--- src/design/cal2ep_pkg.sv ---
// ----------------------------------------------------------------------------
// cal2ep_pkg: shared constants and calendar tables
// Field widths, epoch constants and month lookup functions for the
// calendar to epoch seconds converter.
// ----------------------------------------------------------------------------
package cal2ep_pkg;

    localparam int unsigned SecW    = 6;
    localparam int unsigned MinW    = 6;
    localparam int unsigned HourW   = 5;
    localparam int unsigned DayW    = 5;
    localparam int unsigned MonW    = 4;
    localparam int unsigned YearW   = 12;
    localparam int unsigned InBits  = SecW + MinW + HourW + DayW + MonW + YearW;
    localparam int unsigned InDataW = ((InBits + 7) / 8) * 8;

    localparam int unsigned EsecW   = 32;
    localparam int unsigned EminW   = 26;
    localparam int unsigned WdayW   = 3;
    localparam int unsigned OutBits = EsecW + EminW + WdayW;
    localparam int unsigned OutDataW = ((OutBits + 7) / 8) * 8;

    localparam int unsigned YyW     = 7;
    localparam int unsigned DaysW   = 16;

    localparam logic [YearW-1:0] BaseYear    = YearW'(2000);
    localparam logic [YearW-1:0] LastYear    = YearW'(2099);
    localparam logic [16:0]      SecsPerDay  = 17'd86400;
    localparam logic [11:0]      SecsPerHour = 12'd3600;
    localparam logic [10:0]      MinsPerDay  = 11'd1440;
    localparam logic [DaysW-1:0] BaseWeekday = DaysW'(6);
    // floor(x / 7) == (x * Recip7) >> Recip7Sh for x below 2**16
    localparam logic [16:0]      Recip7      = 17'd74899;
    localparam int unsigned      Recip7Sh    = 19;

    localparam logic [MonW-1:0]  MonJan = MonW'(1);
    localparam logic [MonW-1:0]  MonFeb = MonW'(2);
    localparam logic [MonW-1:0]  MonDec = MonW'(12);

    // days in the month for a common year; 0 for month codes with no meaning
    function automatic logic [DayW-1:0] month_len(input logic [MonW-1:0] mon);
        logic [DayW-1:0] len;
        unique case (mon)
            4'd1, 4'd3, 4'd5, 4'd7, 4'd8, 4'd10, 4'd12: len = 5'd31;
            4'd4, 4'd6, 4'd9, 4'd11:                   len = 5'd30;
            4'd2:                                      len = 5'd28;
            default:                                   len = 5'd0;
        endcase
        return len;
    endfunction

    function automatic logic [8:0] days_before(input logic [MonW-1:0] mon);
        logic [8:0] d;
        unique case (mon)
            4'd1:    d = 9'd0;
            4'd2:    d = 9'd31;
            4'd3:    d = 9'd59;
            4'd4:    d = 9'd90;
            4'd5:    d = 9'd120;
            4'd6:    d = 9'd151;
            4'd7:    d = 9'd181;
            4'd8:    d = 9'd212;
            4'd9:    d = 9'd243;
            4'd10:   d = 9'd273;
            4'd11:   d = 9'd304;
            4'd12:   d = 9'd334;
            default: d = 9'd0;
        endcase
        return d;
    endfunction

endpackage

--- src/design/calendar_to_epoch_seconds_core.sv ---
// ----------------------------------------------------------------------------
// calendar_to_epoch_seconds_core: calendar time to seconds since 2000-01-01
// A request passes the input register, then one pass of conversion into the result register.
// Throughput one request per cycle; while a result waits downstream the input register
// takes one more request, then the input is held off until the result is taken.
// Synchronous active-low reset clears both valid flags; payload registers are not reset.
// ----------------------------------------------------------------------------
module calendar_to_epoch_seconds_core
    import cal2ep_pkg::*;
(
    input  logic                i_clk,
    input  logic                i_rst_n,
    input  logic                i_s_axis_tvalid,
    output logic                o_s_axis_tready,
    // second[5:0], minute[11:6], hour[16:12], day_of_month[21:17], month[25:22],
    // year[37:26], zero fill above
    input  logic [InDataW-1:0]  i_s_axis_tdata,
    output logic                o_m_axis_tvalid,
    input  logic                i_m_axis_tready,
    // epoch_seconds[31:0], epoch_minutes[57:32], weekday[60:58], zero fill above
    output logic [OutDataW-1:0] o_m_axis_tdata,
    // time_valid
    output logic                o_m_axis_tuser
);

    logic                r_in_valid;
    logic [InBits-1:0]   r_in_data;
    logic                r_out_valid;
    logic [OutBits-1:0]  r_out_data;
    logic                r_out_ok;

    logic                out_adv;
    logic                in_take;

    logic [SecW-1:0]     sec;
    logic [MinW-1:0]     mnt;
    logic [HourW-1:0]    hr;
    logic [DayW-1:0]     dom;
    logic [MonW-1:0]     mon;
    logic [YearW-1:0]    yr;

    logic                leap;
    logic [DayW-1:0]     lim;
    logic                ok;
    logic [YearW-1:0]    yr_off;
    logic [YyW-1:0]      yy;
    logic [DaysW-1:0]    days;
    logic [SecW-1:0]     sec_m;
    logic [MinW-1:0]     mnt_m;
    logic [HourW-1:0]    hr_m;
    logic [32:0]         day_secs;
    logic [26:0]         day_mins;
    logic [EsecW-1:0]    n_secs;
    logic [EminW-1:0]    n_mins;
    logic [DaysW-1:0]    wd_x;
    logic [32:0]         wd_prod;
    logic [DaysW-1:0]    wd_q;
    logic [DaysW-1:0]    wd_r;
    logic [WdayW-1:0]    n_wday;

    assign out_adv         = !r_out_valid || i_m_axis_tready;
    assign o_s_axis_tready = !r_in_valid || out_adv;
    assign in_take         = i_s_axis_tvalid && o_s_axis_tready;

    assign {yr, mon, dom, hr, mnt, sec} = r_in_data;

    always_comb begin
        leap   = (yr[1:0] == 2'b00);
        lim    = (mon == MonFeb && leap) ? 5'd29 : month_len(mon);
        ok     = (sec <= SecW'(59)) && (mnt <= MinW'(59)) && (hr <= HourW'(23))
              && (mon >= MonJan) && (mon <= MonDec)
              && (yr >= BaseYear) && (yr <= LastYear)
              && (dom != '0) && (dom <= lim);
        yr_off = yr - BaseYear;
        yy     = yr_off[YyW-1:0];

        // zero the whole count on an invalid time
        if (ok) begin
            days = DaysW'(yy) * DaysW'(365) + DaysW'((yy + YyW'(3)) >> 2)
                 + DaysW'(days_before(mon))
                 + DaysW'((mon > MonFeb && leap) ? 1'b1 : 1'b0)
                 + DaysW'(dom - DayW'(1));
            sec_m = sec;
            mnt_m = mnt;
            hr_m  = hr;
        end else begin
            days  = '0;
            sec_m = '0;
            mnt_m = '0;
            hr_m  = '0;
        end

        day_secs = 33'(days) * 33'(SecsPerDay);
        day_mins = 27'(days) * 27'(MinsPerDay);
        n_secs   = day_secs[EsecW-1:0] + EsecW'(hr_m) * EsecW'(SecsPerHour)
                 + EsecW'(mnt_m) * EsecW'(60) + EsecW'(sec_m);
        n_mins   = day_mins[EminW-1:0] + EminW'(hr_m) * EminW'(60) + EminW'(mnt_m);

        // weekday = (days + 6) mod 7, with 0 shown as 7
        wd_x    = days + BaseWeekday;
        wd_prod = 33'(wd_x) * 33'(Recip7);
        wd_q    = DaysW'(wd_prod >> Recip7Sh);
        wd_r    = wd_x - ((wd_q << 3) - wd_q);
        n_wday  = (wd_r[WdayW-1:0] == '0) ? WdayW'(7) : wd_r[WdayW-1:0];
    end

    always_ff @(posedge i_clk) begin
        if (!i_rst_n) begin
            r_in_valid  <= 1'b0;
            r_out_valid <= 1'b0;
        end else begin
            if (o_s_axis_tready) begin
                r_in_valid <= i_s_axis_tvalid;
            end
            if (out_adv) begin
                r_out_valid <= r_in_valid;
            end
        end
    end

    always_ff @(posedge i_clk) begin
        if (in_take) begin
            r_in_data <= i_s_axis_tdata[InBits-1:0];
        end
        if (out_adv && r_in_valid) begin
            r_out_data <= {n_wday, n_mins, n_secs};
            r_out_ok   <= ok;
        end
    end

    assign o_m_axis_tvalid = r_out_valid;
    assign o_m_axis_tdata  = OutDataW'(r_out_data);
    assign o_m_axis_tuser  = r_out_ok;

`ifndef ASSERT_OFF
    a_rst_clears: assert property (@(posedge i_clk)
        !i_rst_n |=> !o_m_axis_tvalid && !r_in_valid)
        else $error("valid flags not cleared by reset");

    a_invalid_zero: assert property (@(posedge i_clk) disable iff (!i_rst_n)
        o_m_axis_tvalid && !o_m_axis_tuser |->
            r_out_data[EsecW-1:0] == '0 && r_out_data[EsecW+EminW-1:EsecW] == '0
            && r_out_data[OutBits-1:EsecW+EminW] == WdayW'(6))
        else $error("invalid time must give zero count and Saturday");

    a_min_sec: assert property (@(posedge i_clk) disable iff (!i_rst_n)
        o_m_axis_tvalid |->
            (34'(r_out_data[EsecW+EminW-1:EsecW]) * 34'(60) <= 34'(r_out_data[EsecW-1:0]))
            && (34'(r_out_data[EsecW+EminW-1:EsecW]) * 34'(60) + 34'(59)
                >= 34'(r_out_data[EsecW-1:0])))
        else $error("minute count does not match second count");

    a_wday_range: assert property (@(posedge i_clk) disable iff (!i_rst_n)
        o_m_axis_tvalid |-> r_out_data[OutBits-1:EsecW+EminW] != '0)
        else $error("weekday zero");

    a_pass_through: assert property (@(posedge i_clk) disable iff (!i_rst_n)
        r_in_valid && !o_m_axis_tvalid |=> o_m_axis_tvalid)
        else $error("request lost between stages");
`endif

endmodule
--- config.mk ---
export PLATFORM = sky130hd
export DESIGN_NAME = calendar_to_epoch_seconds_core
export DESIGN_NICKNAME = d
export VERILOG_FILES = /design/src/design/cal2ep_pkg.sv /design/src/design/calendar_to_epoch_seconds_core.sv
export SDC_FILE = /design/constraint.sdc
export NUM_CORES = 1
export LEC_CHECK = 0
export BUFFER_PORTS_ARGS = -buffer_cell sky130_fd_sc_hd__buf_2
export CAP_MARGIN = 25
export CORE_ASPECT_RATIO = 1.75
export CORE_UTILIZATION = 40
export DETAILED_ROUTE_END_ITERATION = 8
export HOLD_SLACK_MARGIN = 0.06
export SYNTH_ARGS = -nofsm -noshare
export SYNTH_HDL_FRONTEND = slang
export SYNTH_SLANG_ARGS = --single-unit
--- constraint.sdc ---
create_clock -name i_clk -period 11.4 [get_ports i_clk]
set_input_delay 1.14 -clock i_clk [delete_from_list [all_inputs] [get_ports i_clk]]
set_output_delay 1.14 -clock i_clk [all_outputs]
set_load 0.02 [all_outputs]
==> flow_metrics.env, run 1 <==
export IMPL_fin_ws_ns=-0.2645
export IMPL_die_area_um2=42650
export IMPL_cts_buffers_inserted=17
export IMPL_rsz0062_at_grt="true"
export IMPL_fillerInstances=3873
export IMPL_ys_async_sr_fraction_pct=0
export IMPL_grt_pass1_vias=13136
export IMPL_grt_pass1_wl_um=61720
export IMPL_clock_latency_ns=0.45
export IMPL_clockRootBuffer="clkbuf_16"
export IMPL_cp_data_required_time_ns=11.58
export IMPL_drc_errors=0
export IMPL_routed_via_density=4.987
export IMPL_chipHeight_um=272.5
export IMPL_yosysWarnings=0
export IMPL_worst_ir_drop_vdd_uv=149.4
export IMPL_crit_top_cell="fa_1"
export IMPL_setup_worst_path_start_class="register"
export IMPL_worstPathArrival_ns=11.84
export IMPL_leakage_uw=0.01047
export IMPL_clock_skew_ns=0.01515
export IMPL_antenna_cells=0
export IMPL_grt_max_degree=63
export IMPL_gp_congestion=0.8719
export IMPL_worst_r2r_setup_slack_ns=-0.26
export IMPL_cts_tree="yes"
export IMPL_ctsHtreeMaxLevel=4
export IMPL_vias=12348
export IMPL_drive_gt1_share_pct=18.43
export IMPL_synth_top_area_share_pct=25.07
export IMPL_path_buf_inv=7
export IMPL_setup_viol=3
export IMPL_core_um2=41080
export IMPL_clk_pin_slew_ns=0.06
export IMPL_power_uw=2735
export IMPL_hold_worst_slack_ns=0.5188
export IMPL_wirelength_um=37560
export IMPL_die_w_um=156.5
export IMPL_final_core_util_pct=48.32
export IMPL_drt_pass1_iter_count=4
export IMPL_grt_antenna_before_repair=0
export IMPL_timing_worst_slew_pin_value_ns=0.9209
export IMPL_crit_fanout=8
export IMPL_path_class="reg -> reg"
export IMPL_cpPeakStageDelay_ns=0.55
export IMPL_fin_tns_setup_ns=-0.7297
export IMPL_r2r_start="r_in_data[28]"
export IMPL_drv_cap=0
export IMPL_outcome="finished with violations"
export IMPL_synth_area_um2=16720
export IMPL_relSlewSlack_pct=37.80
export IMPL_yosys_cell_types_count=76
export IMPL_antenna_left=0
export IMPL_hpwl_um=32420
export IMPL_synth_cells=1675
export IMPL_drt_iter0_markers=231
export IMPL_rows=98
export IMPL_crit_start="r_in_data[28]"
export IMPL_synth_edf_count=100
export IMPL_fmax_ghz=0.08573
export IMPL_synthTopCellsByArea="ha_1 25%, fa_1 20%, edfxtp_1 18%, inv_1 8.0%, xnor2_1 5.1%"
export IMPL_drv_slew=0
export IMPL_synth_top_cell_by_area="ha_1"
export IMPL_min_path_type="reg -> reg"
export IMPL_crit_path_top_delay_cell="fa_1"
export IMPL_overflow=0
export IMPL_violations="setup timing"
export IMPL_io_buffers=105
export IMPL_initial_utilization_pct=40.70
export IMPL_syn_to_final_growth_pct=18.73
export IMPL_wire_per_inst_um=15.17
export IMPL_hold_violations=0
export IMPL_io_pins=111
export IMPL_synth_seq_cells=114
export IMPL_ys_seq_area_share_pct=19.64
export IMPL_syn_area_per_cell_um2=9.981
export IMPL_powerDensity_nw_per_um2=137.8
export IMPL_end_kind="register"
export IMPL_cts_sinks=114
export IMPL_finalCritPeriodShare_pct=102.3
export IMPL_grtUsageTotal_pct=18.57
export IMPL_synth_ff_type="edfxtp_1"
export IMPL_fin_area_um2=19850
export IMPL_cts_buffer_depth=2
export IMPL_hp_start="r_in_data[0]"
export IMPL_cp_top_family="adder cells"
export IMPL_postCtsHoldBufs=0
export IMPL_fin_nets=2456
export IMPL_placed_area_um2=18860
export IMPL_fin_crit_ns=11.66
area by class of cell:
type | count | area (um2) | area share, %
tap | 550 | 688.2 | 3.467
sequential | 114 | 3283 | 16.54
clock buffer | 17 | 425.4 | 2.143
timing repair buffer | 228 | 1453 | 7.318
inverter | 359 | 1350 | 6.801
multi-input combinational | 1193 | 12480 | 62.87
clock inverter | 15 | 171.4 | 0.8635
power by group:
part           total [uW]  switching [uW]  internal [uW]
logic                1670             855            813
clock network         565             236            329
registers             501            10.4            491
total                2730            1100           1630
kinds of logic after synthesis:
| group | share of synthesized area, % |
|---|---|
| AOI/OAI and AO/OA | 10.32 |
| adders and majority gates | 44.71 |
| other | 0.02243 |
| and+or+nand+nor | 8.846 |
| buffers and inverters | 8.427 |
| xor gates and xnor gates | 7.476 |
| DFF | 19.64 |
| muxes | 0.5613 |
synthesized netlist by cell type (all sizes together) (8+ instances only):
library cell  count
dfxtp            14
nand4            14
nor2b            13
o21ai            38
o21bai           18
a211oi           13
xnor2            97
o211ai           12
nor4              9
nand2b           16
nor2             58
or3               8
ha              335
xor2             38
a21oi            81
a21o             29
o21a             16
nand3            18
inv             358
edfxtp          100
fa              164
nor3             22
nand2            71
and2             24
worst reg2reg max path, delay by kind of cell (launching register included):
family	cells	cell delay, ns
buffers and inverters	7	0.62
adders and majority gates	17	6.41
DFF	1	0.46
xor gates and xnor gates	8	1.46
AOI/OAI and AO/OA	6	0.98
and+or+nand+nor	10	1.46
timing repair:
action / in CTS / in global routing
setup endpoints to repair: 3 / 3
pin swaps: 33 / 8
buffers inserted: 9 / 2
resized for setup: 48 / 10
per-stage QoR:
step | std cells | setup WS, ns
global route | 2476 | -0.8863
global placement | 2433 | -0.3964
CTS | 2474 | -0.3516
finish | 2476 | -0.2645
floorplan | 1677 | 0.0007354
detailed placement | 2433 | -0.6259
path summary, 6_finish.rpt:
kind / to / cells past startpoint
max reg2reg: r_out_data[59] / 48
max: r_out_data[59] / 48
min reg2reg: r_out_data[0] / 1
min: r_out_data[0] / 1
placed cells by master (no fill, tap or decap), types with 7 or more instances in the layout:
| master | n |
|---|---|
| inv_1 | 350 |
| ha_1 | 321 |
| fa_1 | 162 |
| buf_4 | 122 |
| buf_2 | 105 |
| edfxtp_1 | 100 |
| xnor2_1 | 87 |
| a21oi_1 | 76 |
| nand2_1 | 70 |
| nor2_1 | 53 |
| xor2_1 | 37 |
| a21o_1 | 29 |
| o21ai_0 | 29 |
| and2_1 | 23 |
| o21bai_1 | 18 |
| clkbuf_16 | 17 |
| nand3_1 | 16 |
| o21a_1 | 16 |
| nor3_1 | 16 |
| nand2b_1 | 16 |
| nand4_1 | 14 |
| dfxtp_1 | 14 |
| o211ai_1 | 12 |
| nor2b_1 | 11 |
| a211oi_1 | 10 |
| xnor2_2 | 9 |
| ha_4 | 9 |
| nor4_1 | 7 |
| or3_1 | 7 |
| inv_2 | 7 |
routing by layer:
layer	global-route usage, %	routed length, um
met1	18.00	13510
met2	37.65	21670
met3	2.498	988
met4	8.282	1394
met5	0	0
(Power assumes the default switching activity.)
==> inputs of run 2 (changes only) <==
- clock period: 11.4 -> 10.2 ns (I/O delays scaled with it)
==> run 2 against run 1 <==
  * The run still ends with setup timing left
  * Final area increased by 4.6%
  * First-iteration DRC count increased by 17%
  * Critical path depth increased by 4
  * Utilization increased by 2.2 points
  * Maximum frequency increased by 1.2%
  * Critical endpoint unchanged
  * Largest cell class unchanged
  * Highest routed layer unchanged
==> flow_metrics.env, run 2 (synthesized netlist as in run 1, its figures left out) <==
export IMPL_hold_violations=0
export IMPL_overflow=0
export IMPL_fin_ws_ns=-1.323
export IMPL_min_path_type="reg -> reg"
export IMPL_routed_via_density=4.947
export IMPL_clockRootBuffer="clkbuf_16"
export IMPL_crit_fanout=7
export IMPL_grt_pass1_wl_um=64500
export IMPL_grt_busiest_layer="met2"
export IMPL_path_class="reg -> reg"
export IMPL_end_kind="register"
export IMPL_place_ws_ns=-1.540
export IMPL_cts_buffers_inserted=17
export IMPL_r2r_start="r_in_data[28]"
export IMPL_layout_commonest_cell="inv_1"
export IMPL_met1_usage_pct=17.86
export IMPL_drive_gt1_share_pct=23.36
export IMPL_worst_r2r_setup_slack_ns=-1.32
export IMPL_fin_crit_ns=11.52
export IMPL_powerDensity_nw_per_um2=158.0
export IMPL_setup_worst_path_start_class="register"
export IMPL_clk_pin_slew_ns=0.06
export IMPL_setup_viol=3
export IMPL_worstPathArrival_ns=11.71
export IMPL_fillerInstances=3781
export IMPL_hpwl_um=34100
export IMPL_hp_start="r_in_data[0]"
export IMPL_initial_utilization_pct=40.70
export IMPL_postCtsHoldBufs=0
export IMPL_rsz0062_at_grt="true"
export IMPL_final_cell_mix="347 x inv_1, 315 x ha_1, 207 x buf_4"
export IMPL_syn_to_final_growth_pct=24.14
export IMPL_die_area_um2=42650
export IMPL_fmax_ghz=0.08678
export IMPL_finalCritPeriodShare_pct=113.0
export IMPL_grt_util_met3_pct=2.243
export IMPL_grtUsageTotal_pct=19.35
export IMPL_ctsHtreeMaxLevel=4
export IMPL_rows=98
export IMPL_drv_cap=0
export IMPL_drt_iter0_markers=270
export IMPL_chipHeight_um=272.5
export IMPL_hold_end="r_out_data[0]"
export IMPL_wire_per_inst_um=15.44
export IMPL_cts_buffer_depth=2
export IMPL_io_buffers=105
export IMPL_core_um2=41080
export IMPL_rr_endpoint="r_out_data[59]"
export IMPL_io_pins=111
export IMPL_holdPathStages=1
export IMPL_fin_area_um2=20750
export IMPL_grt_pass1_vias=13837
export IMPL_drc_errors=0
export IMPL_violations="setup timing"
export IMPL_leakage_uw=0.01096
export IMPL_die_w_um=156.5
export IMPL_outcome="finished with violations"
export IMPL_vias=12695
export IMPL_grt_max_degree=63
export IMPL_antenna_cells=0
export IMPL_timing_worst_slew_pin_value_ns=0.8480
export IMPL_gp_congestion=0.9016
export IMPL_cts_sinks=114
export IMPL_fin_nets=2546
export IMPL_use_met2_pct=40.30
export IMPL_drv_slew=0
export IMPL_clock_latency_ns=0.45
export IMPL_cpPeakStageDelay_ns=0.55
export IMPL_antenna_left=0
export IMPL_relSlewSlack_pct=43.47
export IMPL_grt_antenna_before_repair=0
export IMPL_worst_ir_drop_vdd_uv=236.5
export IMPL_crit_path_top_delay_cell="or4_4"
export IMPL_placed_area_um2=19400
export IMPL_cts_tree="yes"
export IMPL_reg2reg_depth=52
export IMPL_wirelength_um=39610
export IMPL_crit_top_cell="fa_1"
export IMPL_clock_skew_ns=0.02272
export IMPL_cp_data_required_time_ns=10.38
export IMPL_drt_pass1_iter_count=4
run 2: final cells by class:
type | count | area, um2 | share of cell area (%)
Multi-Input combinational cell | 1193 | 12730 | 61.35
Inverter | 359 | 1350 | 6.505
Clock buffer | 17 | 425.4 | 2.050
Sequential cell | 114 | 3283 | 15.82
Clock inverter | 15 | 135.1 | 0.6511
Timing Repair Buffer | 318 | 2141 | 10.31
Tap cell | 550 | 688.2 | 3.316
run 2: per-stage QoR:
step	total power [uW]	hold slack, ns	TNS [ns]	util (%)	instances
3_3_place_gp	2248	0.4992	-3.681	47.22	2498
2_1_floorplan	1671	0.4768	-3.022	-	1677
4_1_cts	3092	0.5287	-3.538	49.39	2546
6_report	3279	0.5279	-3.759	50.53	2566
3_5_place_dp	2290	0.5203	-4.527	47.22	2498
5_1_grt	3514	0.5488	-5.662	50.53	2566
run 2: metal layers:
layer,routed length [um],vias up
met5,0,-
met4,1665,0
met3,903,69
met2,23180,182
met1,13860,6170
li1,-,6274
run 2: critical path: cells and delay by family (launching register included):
| family | cells | cell delay, ns |
|---|---|---|
| xor gates and xnor gates | 7 | 1.22 |
| adders and majority gates | 16 | 6.01 |
| and+or+nand+nor | 10 | 1.58 |
| DFF | 1 | 0.45 |
| AOI/OAI and AO/OA | 8 | 1.28 |
| buffers and inverters | 11 | 0.74 |
run 2: where the power goes:
part / switching [uW] / internal (uW)
Sequential: 12.2 / 549
Clock: 259 / 321
Combinational: 1080 / 1060
Total: 1350 / 1930
run 2: repair_timing:
item	in CTS	in global routing
endpoints found under the setup margin	4	14
gates resized for setup	41	55
pin swaps	43	51
setup buffers	16	19
run 2: worst max path at each step:
| stage | from | endpoint | slack, ns | cells past startpoint |
|---|---|---|---|---|
| final | r_in_data[28] | r_out_data[59] | -1.32 | 52 |
| after global routing | r_in_data[28] | r_out_data[59] | -1.83 | 53 |
| after CTS | r_in_data[27] | r_out_data[59] | -1.21 | 52 |
| after detailed placement | r_in_data[28] | r_out_data[58] | -1.54 | 49 |
| after global placement | r_in_data[28] | r_out_data[59] | -1.27 | 48 |
| after floorplan | r_in_data[30] | r_out_data[59] | -1.06 | 52 |
